==> config.mk <==
export PLATFORM = sky130hd
export DESIGN_NAME = sector_cache_clock_replacement
export DESIGN_NICKNAME = d
export VERILOG_FILES = /design/src/rtl/scc_pkg.sv /design/src/rtl/scc_ctrl.sv /design/src/rtl/scc_dpath.sv /design/src/rtl/sector_cache_clock_replacement.sv
export SDC_FILE = /design/constraint.sdc
export NUM_CORES = 1
export LEC_CHECK = 0
export BUFFER_PORTS_ARGS = -buffer_cell sky130_fd_sc_hd__clkbuf_2
export CAP_MARGIN = 10
export CORE_ASPECT_RATIO = 0.75
export CORE_UTILIZATION = 40
export CTS_CLUSTER_SIZE = 12
export DETAILED_ROUTE_END_ITERATION = 6
export PLACE_DENSITY_LB_ADDON = 0.3
export REMOVE_ABC_BUFFERS = 1
export SETUP_SLACK_MARGIN = 0.05
export SLEW_MARGIN = 10
export SYNTH_ARGS = -nofsm -noshare
export SYNTH_HDL_FRONTEND = slang
export SYNTH_SLANG_ARGS = --single-unit
==> constraint.sdc <==
create_clock -name clk -period 8.4 [get_ports clk]
set_input_delay 0.84 -clock clk [delete_from_list [all_inputs] [get_ports clk]]
set_output_delay 0.84 -clock clk [all_outputs]
set_load 0.03 [all_outputs]
==> src/rtl/scc_pkg.sv <==
// Shared types, codes and constants for the sector cache tag manager.
package scc_pkg;

  // Default number of cache entries.
  localparam int ENTRIES_C = 8;
  // Widths of the fixed fields.
  localparam int SECTOR_W_C = 32;
  localparam int INDEX_W_C  = 3;
  // A tag of all ones marks an empty entry.
  localparam logic [SECTOR_W_C-1:0] EMPTY_TAG_C = '1;

  // Operation codes carried in the input word.
  typedef enum logic [1:0] {
    OP_LOOKUP = 2'd0,
    OP_ALLOC  = 2'd1,
    OP_FLUSH  = 2'd2,
    OP_MARK   = 2'd3
  } scc_op_t;

  // Input word.
  typedef struct packed {
    scc_op_t                 operation;
    logic [SECTOR_W_C-1:0]   sector;
    logic [INDEX_W_C-1:0]    entry_select;
  } scc_in_t;

  // Result word.
  typedef struct packed {
    logic [INDEX_W_C-1:0]    entry_index;
    logic                    hit;
    logic                    writeback_request;
    logic [SECTOR_W_C-1:0]   writeback_sector;
    logic                    fill_request;
    logic [SECTOR_W_C-1:0]   fill_sector;
  } scc_out_t;

  // Controller states.
  typedef enum logic [2:0] {
    ST_IDLE,
    ST_SCAN,
    ST_SWEEP,
    ST_SELRD,
    ST_TAGWAIT,
    ST_UPDATE
  } scc_state_t;

  // Commands from the controller to the datapath.
  typedef struct packed {
    logic load;
    logic scan_rd;
    logic sweep;
    logic sel_rd;
    logic upd;
  } scc_cmd_t;

  // Status from the datapath to the controller.
  typedef struct packed {
    logic hit;
    logic scan_done;
    logic victim_found;
    logic out_free;
  } scc_sts_t;

endpackage

==> src/rtl/scc_ctrl.sv <==
// Controller state machine that sequences lookup, victim search and update.
module scc_ctrl (
  input  logic              clk,
  input  logic              rst_n,
  input  logic              in_valid,
  input  scc_pkg::scc_op_t  in_op,
  input  scc_pkg::scc_sts_t sts,
  output scc_pkg::scc_cmd_t cmd,
  output logic              in_stall
);
  import scc_pkg::*;

  scc_state_t state_r;
  scc_state_t state_nxt;

  // State register.
  always_ff @(posedge clk) begin
    if (!rst_n) begin
      state_r <= ST_IDLE;
    end else begin
      state_r <= state_nxt;
    end
  end

  // Next state.
  always_comb begin
    state_nxt = state_r;
    case (state_r)
      ST_IDLE: begin
        if (in_valid) begin
          case (in_op)
            OP_LOOKUP: state_nxt = ST_SCAN;
            OP_ALLOC:  state_nxt = ST_SWEEP;
            default:   state_nxt = ST_SELRD;
          endcase
        end
      end
      ST_SCAN: begin
        if (sts.hit) begin
          state_nxt = ST_UPDATE;
        end else if (sts.scan_done) begin
          state_nxt = ST_SWEEP;
        end
      end
      ST_SWEEP: begin
        if (sts.victim_found) begin
          state_nxt = ST_TAGWAIT;
        end
      end
      ST_SELRD:   state_nxt = ST_TAGWAIT;
      ST_TAGWAIT: state_nxt = ST_UPDATE;
      ST_UPDATE: begin
        if (sts.out_free) begin
          state_nxt = ST_IDLE;
        end
      end
      default:    state_nxt = ST_IDLE;
    endcase
  end

  // Command outputs.
  always_comb begin
    cmd      = '0;
    in_stall = (state_r != ST_IDLE);
    case (state_r)
      ST_IDLE:   cmd.load    = in_valid;
      ST_SCAN:   cmd.scan_rd = 1'b1;
      ST_SWEEP:  cmd.sweep   = 1'b1;
      ST_SELRD:  cmd.sel_rd  = 1'b1;
      ST_UPDATE: cmd.upd     = sts.out_free;
      default:   cmd         = '0;
    endcase
  end

endmodule

==> src/rtl/scc_dpath.sv <==
// Datapath: tag memory, reference and dirty bits, clock hand and result register.
module scc_dpath #(
  parameter int ENTRIES = scc_pkg::ENTRIES_C
) (
  input  logic                            clk,
  input  logic                            rst_n,
  input  scc_pkg::scc_in_t                in_word,
  input  logic                            cfg_wr_en,
  input  logic [scc_pkg::SECTOR_W_C-1:0]  cfg_wr_data,
  input  scc_pkg::scc_cmd_t               cmd,
  output scc_pkg::scc_sts_t               sts,
  input  logic                            out_stall,
  output logic                            out_valid,
  output scc_pkg::scc_out_t               out_word
);
  import scc_pkg::*;

  localparam int IW = $clog2(ENTRIES);
  localparam int CW = $clog2(ENTRIES + 1);
  localparam int SW = $clog2(2 * ENTRIES + 1);
  localparam logic [IW-1:0] LAST_IDX = IW'(ENTRIES - 1);

  logic [SECTOR_W_C-1:0] base_r;
  scc_op_t               op_r;
  logic [SECTOR_W_C-1:0] sec_r;
  logic [INDEX_W_C-1:0]  sel_r;
  logic                  sel_ok_r;
  logic [SECTOR_W_C-1:0] key_r;
  logic [IW-1:0]         target_r;
  logic [IW-1:0]         hand_r;
  logic [CW-1:0]         scan_cnt_r;
  logic                  rd_vld_r;
  logic [IW-1:0]         rd_idx_r;
  logic                  hit_r;
  logic [SW-1:0]         sweep_cnt_r;
  logic [ENTRIES-1:0]    ref_r;
  logic [ENTRIES-1:0]    dirty_r;
  logic [ENTRIES-1:0]    tvld_r;
  logic [SECTOR_W_C-1:0] tag_mem [ENTRIES];
  logic [SECTOR_W_C-1:0] rdata_r;
  logic                  rvld_r;
  logic                  out_valid_r;
  scc_out_t              out_word_r;

  logic                  scan_issue;
  logic                  h_ref;
  logic                  h_dirty;
  logic                  phase1;
  logic                  exhausted;
  logic                  victim_found;
  logic [IW-1:0]         hand_inc;
  logic                  capture;
  logic                  rd_en;
  logic [IW-1:0]         rd_addr;
  logic                  tag_empty;
  logic                  wb_ok;
  logic                  out_free;
  logic                  match;
  logic                  write_tag;
  logic [SECTOR_W_C-1:0] new_tag;
  scc_out_t              res;

  // Scan issue, victim search decision and read port address.
  always_comb begin
    scan_issue   = cmd.scan_rd && (scan_cnt_r != CW'(ENTRIES));
    h_ref        = ref_r[hand_r];
    h_dirty      = dirty_r[hand_r];
    phase1       = (sweep_cnt_r < SW'(ENTRIES));
    exhausted    = (sweep_cnt_r == SW'(2 * ENTRIES));
    victim_found = exhausted || (phase1 ? (!h_ref && !h_dirty) : !h_dirty);
    hand_inc     = (hand_r == LAST_IDX) ? '0 : hand_r + IW'(1);
    capture      = cmd.sweep && victim_found;
    rd_en        = scan_issue || capture || cmd.sel_rd;
    if (scan_issue) begin
      rd_addr = scan_cnt_r[IW-1:0];
    end else if (capture) begin
      rd_addr = hand_r;
    end else begin
      rd_addr = target_r;
    end
  end

  // Tag checks on the word just read.
  always_comb begin
    tag_empty = !rvld_r || (rdata_r == EMPTY_TAG_C);
    wb_ok     = !tag_empty && dirty_r[target_r];
    match     = rd_vld_r && !hit_r && !tag_empty && (rdata_r == key_r);
    out_free  = !out_valid_r || !out_stall;
    write_tag = ((op_r == OP_LOOKUP) && !hit_r) || (op_r == OP_ALLOC);
    new_tag   = (op_r == OP_ALLOC) ? sec_r : key_r;
  end

  // Result word for the current operation.
  always_comb begin
    res             = '0;
    res.entry_index = INDEX_W_C'(target_r);
    case (op_r)
      OP_LOOKUP: begin
        if (hit_r) begin
          res.hit = 1'b1;
        end else begin
          res.writeback_request = wb_ok;
          if (wb_ok) begin
            res.writeback_sector = rdata_r;
          end
          res.fill_request = 1'b1;
          res.fill_sector  = key_r;
        end
      end
      OP_ALLOC: begin
        res.writeback_request = wb_ok;
        if (wb_ok) begin
          res.writeback_sector = rdata_r;
        end
      end
      OP_FLUSH: begin
        res.entry_index = sel_r;
        if (sel_ok_r && wb_ok) begin
          res.writeback_request = 1'b1;
          res.writeback_sector  = rdata_r;
        end
      end
      OP_MARK:   res.entry_index = sel_r;
      default:   res = '0;
    endcase
  end

  // Tag memory: one write port, one registered read port.
  always_ff @(posedge clk) begin
    if (cmd.upd && write_tag) begin
      tag_mem[target_r] <= new_tag;
    end
    if (rd_en) begin
      rdata_r <= tag_mem[rd_addr];
      rvld_r  <= tvld_r[rd_addr];
    end
  end

  // Operation payload registers.
  always_ff @(posedge clk) begin
    if (cmd.load) begin
      op_r     <= in_word.operation;
      sec_r    <= in_word.sector;
      sel_r    <= in_word.entry_select;
      sel_ok_r <= (32'(in_word.entry_select) < 32'(ENTRIES));
      key_r    <= in_word.sector + base_r;
      target_r <= IW'(in_word.entry_select);
    end else if (match) begin
      target_r <= rd_idx_r;
    end else if (capture) begin
      target_r <= hand_r;
    end
    rd_idx_r <= scan_cnt_r[IW-1:0];
    if (cmd.upd) begin
      out_word_r <= res;
    end
  end

  // Control state: base register, scan and sweep counters, entry bits, hand.
  always_ff @(posedge clk) begin
    if (!rst_n) begin
      base_r      <= '0;
      hand_r      <= '0;
      scan_cnt_r  <= '0;
      rd_vld_r    <= 1'b0;
      hit_r       <= 1'b0;
      sweep_cnt_r <= '0;
      ref_r       <= '0;
      dirty_r     <= '0;
      tvld_r      <= '0;
      out_valid_r <= 1'b0;
    end else begin
      if (cfg_wr_en) begin
        base_r <= cfg_wr_data;
      end
      rd_vld_r <= scan_issue;
      if (cmd.load) begin
        scan_cnt_r  <= '0;
        sweep_cnt_r <= '0;
        hit_r       <= 1'b0;
      end else begin
        if (scan_issue) begin
          scan_cnt_r <= scan_cnt_r + CW'(1);
        end
        if (match) begin
          hit_r <= 1'b1;
        end
        if (cmd.sweep && !victim_found) begin
          sweep_cnt_r <= sweep_cnt_r + SW'(1);
        end
      end
      // One step of the clock sweep, or take the victim and step past it.
      if (cmd.sweep) begin
        if (!victim_found && phase1 && h_ref) begin
          ref_r[hand_r] <= 1'b0;
        end
        hand_r <= hand_inc;
      end
      // Entry state update when the result is written.
      if (cmd.upd) begin
        case (op_r)
          OP_LOOKUP: begin
            ref_r[target_r] <= 1'b1;
            if (!hit_r) begin
              dirty_r[target_r] <= 1'b0;
              tvld_r[target_r]  <= 1'b1;
            end
          end
          OP_ALLOC: begin
            ref_r[target_r]   <= 1'b0;
            dirty_r[target_r] <= 1'b0;
            tvld_r[target_r]  <= 1'b1;
          end
          OP_FLUSH: begin
            if (sel_ok_r) begin
              dirty_r[target_r] <= 1'b0;
            end
          end
          OP_MARK: begin
            if (sel_ok_r && !tag_empty) begin
              dirty_r[target_r] <= 1'b1;
            end
          end
          default: ;
        endcase
      end
      // Output register: filled on update, emptied when taken.
      if (cmd.upd) begin
        out_valid_r <= 1'b1;
      end else if (!out_stall) begin
        out_valid_r <= 1'b0;
      end
    end
  end

  assign sts.hit          = hit_r;
  assign sts.scan_done    = (scan_cnt_r == CW'(ENTRIES)) && !rd_vld_r;
  assign sts.victim_found = victim_found;
  assign sts.out_free     = out_free;
  assign out_valid        = out_valid_r;
  assign out_word         = out_word_r;

endmodule

==> src/rtl/sector_cache_clock_replacement.sv <==
// Top level of the sector cache tag manager with clock replacement.
//
// Input channel: in_valid/in_stall carry one word (operation, sector,
// entry_select); the word is taken at a clock edge with in_valid high and
// in_stall low. Result channel: out_valid/out_stall carry one result word
// per input word, in order. The sector base register is written through
// cfg_wr_en/cfg_wr_data; the user must write it only while no word is in
// flight, as the block does not enforce this. Steps per word, N entries:
//   flush or mark dirty: a tag read of the selected entry;
//   lookup hit: tag scan, one memory read per cycle, up to the match;
//   lookup miss: tag scan, then at most 2N clock sweep steps, one entry
//   per cycle, then a victim tag read;
//   allocate clear: clock sweep, then a victim tag read.
// A new word is accepted in the cycle after the result is loaded, so the
// output register may still hold a stalled result while the next word is
// worked on; that word's result waits until the register is taken.
// Synchronous reset empties every entry, clears reference and dirty bits,
// the clock hand, the sector base and the output valid.
module sector_cache_clock_replacement #(
  parameter int ENTRIES = scc_pkg::ENTRIES_C
) (
  input  logic                            clk,
  input  logic                            rst_n,
  input  logic                            in_valid,
  output logic                            in_stall,
  input  scc_pkg::scc_in_t                in_word,
  output logic                            out_valid,
  input  logic                            out_stall,
  output scc_pkg::scc_out_t               out_word,
  input  logic                            cfg_wr_en,
  input  logic [scc_pkg::SECTOR_W_C-1:0]  cfg_wr_data
);
  import scc_pkg::*;

  scc_cmd_t cmd;
  scc_sts_t sts;

  // Sequencer.
  scc_ctrl u_ctrl (
    .clk      (clk),
    .rst_n    (rst_n),
    .in_valid (in_valid),
    .in_op    (in_word.operation),
    .sts      (sts),
    .cmd      (cmd),
    .in_stall (in_stall)
  );

  // Tag store and replacement state.
  scc_dpath #(
    .ENTRIES (ENTRIES)
  ) u_dpath (
    .clk         (clk),
    .rst_n       (rst_n),
    .in_word     (in_word),
    .cfg_wr_en   (cfg_wr_en),
    .cfg_wr_data (cfg_wr_data),
    .cmd         (cmd),
    .sts         (sts),
    .out_stall   (out_stall),
    .out_valid   (out_valid),
    .out_word    (out_word)
  );

endmodule

==> results of run 1 <==
metrics by stage:
step	power, mW	area, sq um	cells	hold slack [ps]
final	8.005	24700	2425	395.4
after global routing	8.347	24700	2424	393.2
after CTS	8.058	24700	2424	379.4
after detailed placement	5.882	23110	2327	384.2
after global placement	5.843	23110	2327	375.3
after floorplan	5.080	21250	1449	362.0
metal layers:
metal	share of wire, %	routed length, um	up-vias
met5	0	0	-
met4	2.5	1386	0
met3	7.5	4158	81
met2	45	25100	460
met1	45	24720	6502
li1	-	-	6044
critical path, stage by stage (launching register included):
cell      delay, ps
dfxtp_1         760
mux2i_1         270
mux4_2          310
a211oi_4         90
or3_1           490
a311oi_4        290
buf_4           880
buf_4           760
mux2i_1         280
a32o_1          170
a211oi_2         40
layout by cell type (no fill, tap or decap), types with 4 or more instances in the layout:
cell type and count:
and3_1 5, nor3b_1 4, a211oi_1 38, a211oi_2 31
inv_1 21, mux2i_1 111, buf_4 21, nor4_1 6
xnor2_1 49, or3_1 11, o21bai_1 5, edfxtp_1 428
o211ai_1 4, nor2_2 7, nand3_1 12, dfxtp_1 80
a21o_1 16, a32o_1 33, ha_1 37, mux2_2 35
nor3_1 11, clkbuf_16 52, o221ai_1 6, nor2_1 92
nand2b_1 7, nand2_1 108, nand4_1 19, o21a_1 11
xor2_1 13, o21ai_0 19, clkbuf_1 30, a21oi_1 50
and2_1 104, nor2b_1 7, o31ai_1 4, clkbuf_2 145
kinds of logic (layout without fill, tap and decap cells):
kind of cell | Yosys count | count (layout)
simple gates | 417 | 417
compound gates | 252 | 252
other cells | 0 | 1
flops | 508 | 508
buf+inv | 94 | 286
xor+xnor | 62 | 62
fa+ha+maj | 38 | 38
mux | 149 | 149
final timing paths:
check | end | slack [ps] | depth (start not counted)
setup / recovery | u_dpath.rdata_r[9] | 3640 | 10
hold / removal | u_dpath.rd_idx_r[2] | 400 | 0
setup reg to reg | u_dpath.rdata_r[9] | 3640 | 10
hold reg to reg | u_dpath.rd_idx_r[2] | 400 | 0
state kept, by name, indices dropped and copies added (netlist names), 4 cells and up, named ones only:
name / count
u_dpath.out_word: 70
u_dpath.scan_cnt_r: 4
u_dpath.tvld_r: 8
u_dpath.sec_r: 32
u_dpath.rdata_r: 32
u_dpath.key_r: 32
u_dpath.sweep_cnt_r: 5
u_dpath.base_r: 32
u_dpath.tag_mem: 256
u_dpath.ref_r: 8
cell type report:
type                       count  area, sq um
inverter                      23        86.33
multi-input combinational    918         6797
antenna                        1        2.502
clock buffer                  85         1455
clock inverter                12        130.1
fill                        4680        28460
tap                          712        890.9
timing repair buffer         166        883.3
sequential                   508        14450
where the power goes:
group / internal (mW) / switching (mW) / leakage [nW]
clock: 1.19 / 0.974 / 0.754
combinational: 0.807 / 1.49 / 3.60
sequential: 3.27 / 0.270 / 4.56
==> results.sh, run 1 <==
export IMPL_final_max_slew_viol_count=0
export IMPL_min_from="u_dpath.scan_cnt_r[2]"
export IMPL_worst_slew_pin_slew_ps=1206
export IMPL_max_cap_viol_count=0
export IMPL_crit_start="u_dpath.hand_r[0]"
export IMPL_rsz0062_at_grt="no"
export IMPL_place_hpwl_mm=34.31
export IMPL_ys_top_cells_by_count="edfxtp_1, mux2i_1, nand2_1"
export IMPL_synthMuxAreaShare_pct=7.274
export IMPL_core_sq_mm=0.05316
export IMPL_clk_pin_slew_ps=60
export IMPL_synthTopCellsByArea="edfxtp_1, dfxtp_1, mux2i_1"
export IMPL_vias=13090
export IMPL_clock_skew_ps=41.12
export IMPL_drt_pass1_iter_count=7
export IMPL_yosysWarnings=0
export IMPL_cp_max_fo=78
export IMPL_grt_pass1_vias=13030
export IMPL_synth_fa_ha_area_share_pct=2.234
export IMPL_ant_nets=0
export IMPL_synth_top_family_by_area="simple AND/OR/NAND/NOR gates"
export IMPL_portBuffers=145
export IMPL_synth_ff_type="edfxtp_1"
export IMPL_die_x_um=270.5
export IMPL_clockBufferDepth=3
export IMPL_cts_root_buffer="clkbuf_16"
export IMPL_use_met1_pct=27.84
export IMPL_synth_simple_gate_area_share_pct=9.670
export IMPL_ys_seq_elements=508
export IMPL_drive_gt1_share_pct=19.10
export IMPL_reg2reg_from="u_dpath.hand_r[0]"
export IMPL_die_h_um=203.3
export IMPL_maxSlewHeadroom_pct=19.42
export IMPL_grt_busiest_layer="met2"
export IMPL_yosysMostFrequentCell="edfxtp_1"
export IMPL_p_per_area_mw_per_mm2=324.1
export IMPL_worstSetupStartpointType="flip-flop"
export IMPL_rows=73
export IMPL_dieArea_sq_mm=0.05499
export IMPL_grt_ovfl_total=0
export IMPL_dpl_worst_slack_ps=3697
export IMPL_status="finished clean"
export IMPL_vdd_drop_max_uv=371.8
export IMPL_fin_setup_tns_ps=0
export IMPL_fmax_mhz=210.2
export IMPL_netlist_area_sq_mm=0.02162
export IMPL_num_io_pins=146
export IMPL_grt_usage_pct=19.97
export IMPL_utilization_pct=46.46
export IMPL_routedWlPerCell_um=22.83
export IMPL_synthXorXnorAreaFrac_pct=2.512
export IMPL_hold_violations=0
export IMPL_gp_congestion=0.8204
export IMPL_synth_top_cell_by_area="edfxtp_1"
export IMPL_min_period_over_period_pct=56.63
export IMPL_start_util_pct=40.67
export IMPL_htree_levels=2
export IMPL_syn_avg_cell_area_sq_um=14.22
export IMPL_synth_edf_count=428
export IMPL_clock_sinks=508
export IMPL_groute_layer_met2_usage_pct=30.88
export IMPL_cts_tree="yes"
export IMPL_async_reset_ff_share_pct=0
export IMPL_leakage_nw=8.915
export IMPL_yosys_area_top_type_share_pct=59.44
export IMPL_syn_instance_count=1520
export IMPL_hold_class="flip-flop to flip-flop"
export IMPL_syn_to_final_growth_pct=14.24
export IMPL_synth_compound_area_share_pct=9.340
export IMPL_critPathRequiredTime_ps=8720
export IMPL_cts_setup_buffers=0
export IMPL_grt_pass1_wl_mm=81.76
export IMPL_grt_antenna_before_repair=1
export IMPL_ys_types=71
export IMPL_use_met3_pct=4.462
export IMPL_postCtsHoldBufs=0
export IMPL_routed_wl_mm=55.37
export IMPL_yosysSeqAreaShare_pct=66.85
export IMPL_crit_type="flip-flop to flip-flop"
export IMPL_grt_max_degree=79
export IMPL_setup_slack_ps=3643
export IMPL_cts_repair_resized=0
export IMPL_setup_viol=0
export IMPL_drt_iter0_markers=1114
export IMPL_viasPerCell=5.397
export IMPL_final_nets=1781
export IMPL_fin_crit_ps=4757
export IMPL_drc=0
export IMPL_cp_arrival_ps=5080
export IMPL_end_kind="flip-flop"
export IMPL_cts_made_buffers=52
export IMPL_insertion_delay_ps=640
Note: power is estimated with default switching activity, not from simulation.
==> run 2: changes to the inputs <==
==> constraint.sdc (replaced) <==
create_clock -name clk -period 4.2 [get_ports clk]
set_input_delay 0.42 -clock clk [delete_from_list [all_inputs] [get_ports clk]]
set_output_delay 0.42 -clock clk [all_outputs]
set_load 0.03 [all_outputs]
==> run 2 against run 1 <==
Net effect:
- count of clock-buffer cells in the layout is 12 lower
- clock power is 93% higher
- power is 100% higher
- fmax is 26% higher
- worst setup slack worse by 3200 ps
- global-route usage is 0.16 points lower
==> results.sh, run 2 (synthesis gave the netlist of run 1 again) <==
export IMPL_status="finished clean"
export IMPL_whs_endpoint="u_dpath.sec_r[9]"
export IMPL_fmax_mhz=264.9
export IMPL_reg2reg_from="u_dpath.hand_r[0]"
export IMPL_grt_pass1_vias=13110
export IMPL_end_kind="flip-flop"
export IMPL_die_h_um=203.3
export IMPL_drt_iter0_markers=1119
export IMPL_min_from="in_word[12]"
export IMPL_final_area_sq_mm=0.02499
export IMPL_drc=0
export IMPL_ant_nets=0
export IMPL_clock_skew_ps=24.21
export IMPL_maxSlewHeadroom_pct=29.58
export IMPL_cts_tree="yes"
export IMPL_worstSetupStartpointType="flip-flop"
export IMPL_grt_usage_pct=19.81
export IMPL_worstHoldPathCells=1
export IMPL_fin_crit_ps=3775
export IMPL_setup_viol=0
export IMPL_vdd_drop_max_uv=479.6
export IMPL_final_cells=2450
export IMPL_portBuffers=145
export IMPL_die_x_um=270.5
export IMPL_cts_setup_buffers=0
export IMPL_final_max_slew_viol_count=0
export IMPL_wl_met3_mm=3.876
export IMPL_cts_made_buffers=52
export IMPL_cp_slowest_cell="dfxtp_1"
export IMPL_nFillCells=4689
export IMPL_cp_max_fo=33
export IMPL_rows=73
export IMPL_p_per_area_mw_per_mm2=641.9
export IMPL_start_util_pct=40.67
export IMPL_crit_type="flip-flop to flip-flop"
export IMPL_cp_arrival_ps=4100
export IMPL_r2r_end="u_dpath.rdata_r[0]"
export IMPL_max_cap_viol_count=0
export IMPL_top_layer_used="met4"
export IMPL_grt_max_degree=71
export IMPL_final_cell_mix="edfxtp_1, clkbuf_2, mux2i_1, nand2_1, and2_1"
export IMPL_viasPerCell=5.405
export IMPL_insertion_delay_ps=600
export IMPL_critPathRequiredTime_ps=4520
export IMPL_hold_ws_ps=31.73
export IMPL_syn_to_final_growth_pct=15.58
export IMPL_grt_antenna_before_repair=1
export IMPL_hold_violations=0
export IMPL_num_io_pins=146
export IMPL_largest_reg_flops=256
export IMPL_drt_pass1_iter_count=5
export IMPL_worst_slew_pin_slew_ps=1054
export IMPL_setup_slack_ps=424.5
export IMPL_grt_ovfl_total=0
export IMPL_route_met2_wl_mm=24.67
export IMPL_core_sq_mm=0.05316
export IMPL_gp_congestion=0.8550
export IMPL_leakage_nw=9.055
export IMPL_hold_class="input port to flip-flop"
export IMPL_top_register="u_dpath.tag_mem"
export IMPL_vias=13240
export IMPL_met1_length_mm=24.81
export IMPL_place_hpwl_mm=35.28
export IMPL_fin_setup_tns_ps=0
export IMPL_cts_root_buffer="clkbuf_16"
export IMPL_min_period_over_period_pct=89.89
export IMPL_drive_gt1_share_pct=19.34
export IMPL_reg2reg_slack_ps=420
export IMPL_clock_sinks=508
export IMPL_htree_levels=2
export IMPL_power_mw=16.04
export IMPL_rsz0062_at_grt="no"
export IMPL_final_nets=1811
export IMPL_worstPathCellList="mux2i_1 -> mux4_2 -> a211oi_4 -> or3_1 -> a311oi_1 -> nor2b_2 -> buf_12 -> a32o_1 -> a211oi_2"
export IMPL_critPathMaxStageDelay_ps=790
export IMPL_routedWlPerCell_um=22.35
export IMPL_dpl_cell_count=2340
export IMPL_routed_wl_mm=54.75
export IMPL_r2r_cells=9
export IMPL_grt_pass1_wl_mm=81.33
export IMPL_dpl_cell_area_sq_mm=0.02331
export IMPL_dpl_worst_slack_ps=500.2
export IMPL_clk_pin_slew_ps=60
export IMPL_cts_repair_resized=0
export IMPL_dieArea_sq_mm=0.05499
export IMPL_utilization_pct=47.01
export IMPL_final_common_cell="edfxtp_1"
export IMPL_clockBufferDepth=3
-- run 2: repair_timing --
action / 4_1_cts / 5_1_grt
endpoints found under the hold margin: 19 / 0
hold buffers: 17 / 0
endpoints found under the setup margin: 0 / 0
-- run 2: how the worst max path moves through the flow --
| stage | startpoint | end | slack, ps | cells past startpoint |
|---|---|---|---|---|
| 3_5_place_dp | u_dpath.hand_r[0] | u_dpath.rdata_r[26] | 500 | 9 |
| 5_1_grt | u_dpath.hand_r[0] | u_dpath.rdata_r[16] | 240 | 9 |
| 6_report | u_dpath.hand_r[0] | u_dpath.rdata_r[0] | 420 | 9 |
| 3_3_place_gp | u_dpath.hand_r[0] | u_dpath.rdata_r[2] | 680 | 9 |
| 2_1_floorplan | u_ctrl.state_r[1] | u_dpath.tag_mem[0][0] | -3230 | 5 |
| 4_1_cts | u_dpath.hand_r[0] | u_dpath.rdata_r[18] | 460 | 9 |
-- run 2: per-layer routing --
metal	up-vias	global-route usage [%]
met3	79	3.756
met4	0	6.517
met1	6564	28.33
li1	6101	-
met5	-	0
met2	498	30.40
-- run 2: cell type report --
type	instances	area, sq um	share of cell area [%]
Antenna cell	1	2.502	0.01001
Clock buffer	73	1390	5.563
Inverter	23	86.33	0.3455
Tap cell	712	890.9	3.565
Multi-Input combinational cell	918	6788	27.16
Timing Repair Buffer	196	1264	5.057
Sequential cell	508	14450	57.84
Clock inverter	19	115.1	0.4606
-- run 2: worst max-delay path: cells and delay by family, from the launching register on --
| family | cells | cell delay [ps] |
|---|---|---|
| AOI/OAI and AO/OA | 4 | 1010 |
| and+or+nand+nor | 2 | 800 |
| DFF | 1 | 790 |
| muxes | 2 | 600 |
| buffers and inverters | 1 | 250 |
-- run 2: power by group --
part	switching [mW]	total [mW]	internal, mW
combinational	2.94	4.75	1.82
sequential	0.559	7.10	6.54
clock	1.88	4.19	2.30
total	5.38	16.0	10.7
==> run 3: changes to the inputs <==
--- a/config.mk
+++ b/config.mk
@@ -14,7 +14,7 @@
 export PLACE_DENSITY_LB_ADDON = 0.3
 export REMOVE_ABC_BUFFERS = 1
 export SETUP_SLACK_MARGIN = 0.05
-export SLEW_MARGIN = 10
+export SLEW_MARGIN = 30
 export SYNTH_ARGS = -nofsm -noshare
 export SYNTH_HDL_FRONTEND = slang
 export SYNTH_SLANG_ARGS = --single-unit
==> constraint.sdc (replaced) <==
create_clock -name clk -period 4.25 [get_ports clk]
set_input_delay 0.425 -clock clk [delete_from_list [all_inputs] [get_ports clk]]
set_output_delay 0.425 -clock clk [all_outputs]
set_load 0.03 [all_outputs]
==> run 3 against run 2 <==
Net effect:
- fmax about the same
- clock power is 6.4% higher
- largest cell class unchanged
- register-to-register slack improved by 50 ps
- clock skew shrank 1.3 ps
- sequential share of layout area fell by 0.46 points
- critical endpoint is now u_dpath.rdata_r[3]
- sequential cell count unchanged
==> results.sh, run 3 (synthesis gave the netlist of run 1 again) <==
export IMPL_status="finished clean"
export IMPL_clk_pin_slew_ps=60
export IMPL_crit_type="flip-flop to flip-flop"
export IMPL_grt_usage_pct=19.74
export IMPL_fmax_mhz=264.8
export IMPL_vdd_drop_max_uv=540.1
export IMPL_grt_ovfl_total=0
export IMPL_max_cap_viol_count=0
export IMPL_die_h_um=203.3
export IMPL_vias=13210
export IMPL_setup_slack_ps=472.8
export IMPL_setup_viol=0
export IMPL_cp_max_fo=33
export IMPL_hold_class="input port to flip-flop"
export IMPL_end_kind="flip-flop"
export IMPL_syn_to_final_growth_pct=16.52
export IMPL_use_met3_pct=4.333
export IMPL_cts_made_buffers=52
export IMPL_cts_setup_buffers=0
export IMPL_fin_crit_ps=3777
export IMPL_maxSlewHeadroom_pct=38.38
export IMPL_min_period_over_period_pct=88.87
export IMPL_utilization_pct=47.39
export IMPL_cts_tree="yes"
export IMPL_rows=73
export IMPL_ant_nets=0
export IMPL_final_nets=1812
export IMPL_clock_sinks=508
export IMPL_use_met1_pct=28.38
export IMPL_portBuffers=145
export IMPL_routedWlPerCell_um=22.32
export IMPL_largest_reg_flops=256
export IMPL_critPathRequiredTime_ps=4590
export IMPL_worst_slew_pin_slew_ps=924.4
export IMPL_dpl_worst_slack_ps=542.0
export IMPL_final_common_cell="edfxtp_1"
export IMPL_grt_antenna_before_repair=0
export IMPL_start_util_pct=40.67
export IMPL_clockBufferDepth=3
export IMPL_cp_arrival_ps=4120
export IMPL_viasPerCell=5.378
export IMPL_critPathMaxStageDelay_ps=800
export IMPL_insertion_delay_ps=620
export IMPL_p_per_area_mw_per_mm2=642.2
export IMPL_cts_root_buffer="clkbuf_16"
export IMPL_drt_iter0_markers=1039
export IMPL_final_max_slew_viol_count=0
export IMPL_leakage_nw=9.137
export IMPL_gp_congestion=0.8648
export IMPL_drc=0
export IMPL_dieArea_sq_mm=0.05499
export IMPL_grt_max_degree=71
export IMPL_htree_levels=2
export IMPL_top_register="u_dpath.tag_mem"
export IMPL_core_sq_mm=0.05316
export IMPL_grt_pass1_wl_mm=80.77
export IMPL_routed_wl_mm=54.81
export IMPL_clock_skew_ps=22.96
export IMPL_hold_violations=0
export IMPL_place_hpwl_mm=34.65
export IMPL_worstPathCellList="mux2i_1 -> mux4_2 -> a21oi_1 -> or3_1 -> a311oi_1 -> nor2b_2 -> buf_12 -> a32o_1 -> a211oi_2"
export IMPL_worstSetupStartpointType="flip-flop"
export IMPL_groute_layer_met2_usage_pct=29.93
export IMPL_rsz0062_at_grt="no"
export IMPL_drive_gt1_share_pct=19.51
export IMPL_grt_busiest_layer="met2"
export IMPL_final_cell_mix="edfxtp_1, clkbuf_2, mux2i_1, nand2_1, and2_1"
export IMPL_die_x_um=270.5
export IMPL_cp_slowest_cell="dfxtp_1"
export IMPL_drt_pass1_iter_count=6
export IMPL_grt_pass1_vias=12970
export IMPL_num_io_pins=146
## run 3: what timing repair did
| item | in CTS | in global routing |
|---|---|---|
| endpoints found under the hold margin | 22 | 0 |
| hold buffers | 22 | 0 |
| gates resized for setup | 0 | 0 |
## run 3: final timing paths
path / start / end / slack (ps) / depth (start not counted)
setup reg to reg: u_dpath.hand_r[0] / u_dpath.rdata_r[3] / 470 / 9
hold reg to reg: u_dpath.scan_cnt_r[2] / u_dpath.rd_idx_r[2] / 400 / 0
hold / removal: in_word[36] / u_dpath.op_r[1] / 30 / 1
setup / recovery: u_dpath.hand_r[0] / u_dpath.rdata_r[3] / 470 / 9
## run 3: where the power goes
part	total [mW]	leakage [nW]	internal (mW)	switching (mW)
Sequential	7.02	4.56	6.47	0.549
Clock	4.46	0.801	2.54	1.92
Combinational	4.70	3.78	1.79	2.92
Total	16.2	9.14	10.8	5.39
## run 3: metrics by stage
step	cells	total power, mW	setup TNS, ps	cell area, sq um	hold WS, ps
CTS	2455	16.27	0	25180	4.401
global placement	2336	11.74	0	23290	377.3
floorplan	1449	10.04	-945690	21250	362.0
detailed placement	2336	11.80	0	23290	384.5
finish	2456	16.18	0	25190	26.68
global route	2455	16.86	0	25190	13.82
## run 3: worst max-delay path: cells and delay by family (launching register included)
family / cells / cell delay [ps]
buffers and inverters: 1 / 260
DFF: 1 / 800
AOI/OAI and AO/OA: 4 / 1040
and+or+nand+nor: 2 / 780
muxes: 2 / 570
## run 3: metal layers
layer  wire length [um]  part of all wire, %  up-vias
li1                   -                    -     6114
met1              25490                   47     6564
met2              23990                   44      450
met3               4077                  7.4       81
met4               1252                  2.3        0
met5                  0                    0        -
## run 3: final cells by class
| class | instances | area, sq um |
|---|---|---|
| diodes | 1 | 2.502 |
| inverters | 23 | 86.33 |
| multi-input cells | 918 | 6794 |
| flip-flops and latches | 508 | 14450 |
| repair buffers | 197 | 1300 |
| well taps | 712 | 890.9 |
| fillers | 4672 | 27970 |
| clock inverters | 10 | 130.1 |
| clock buffers | 87 | 1534 |
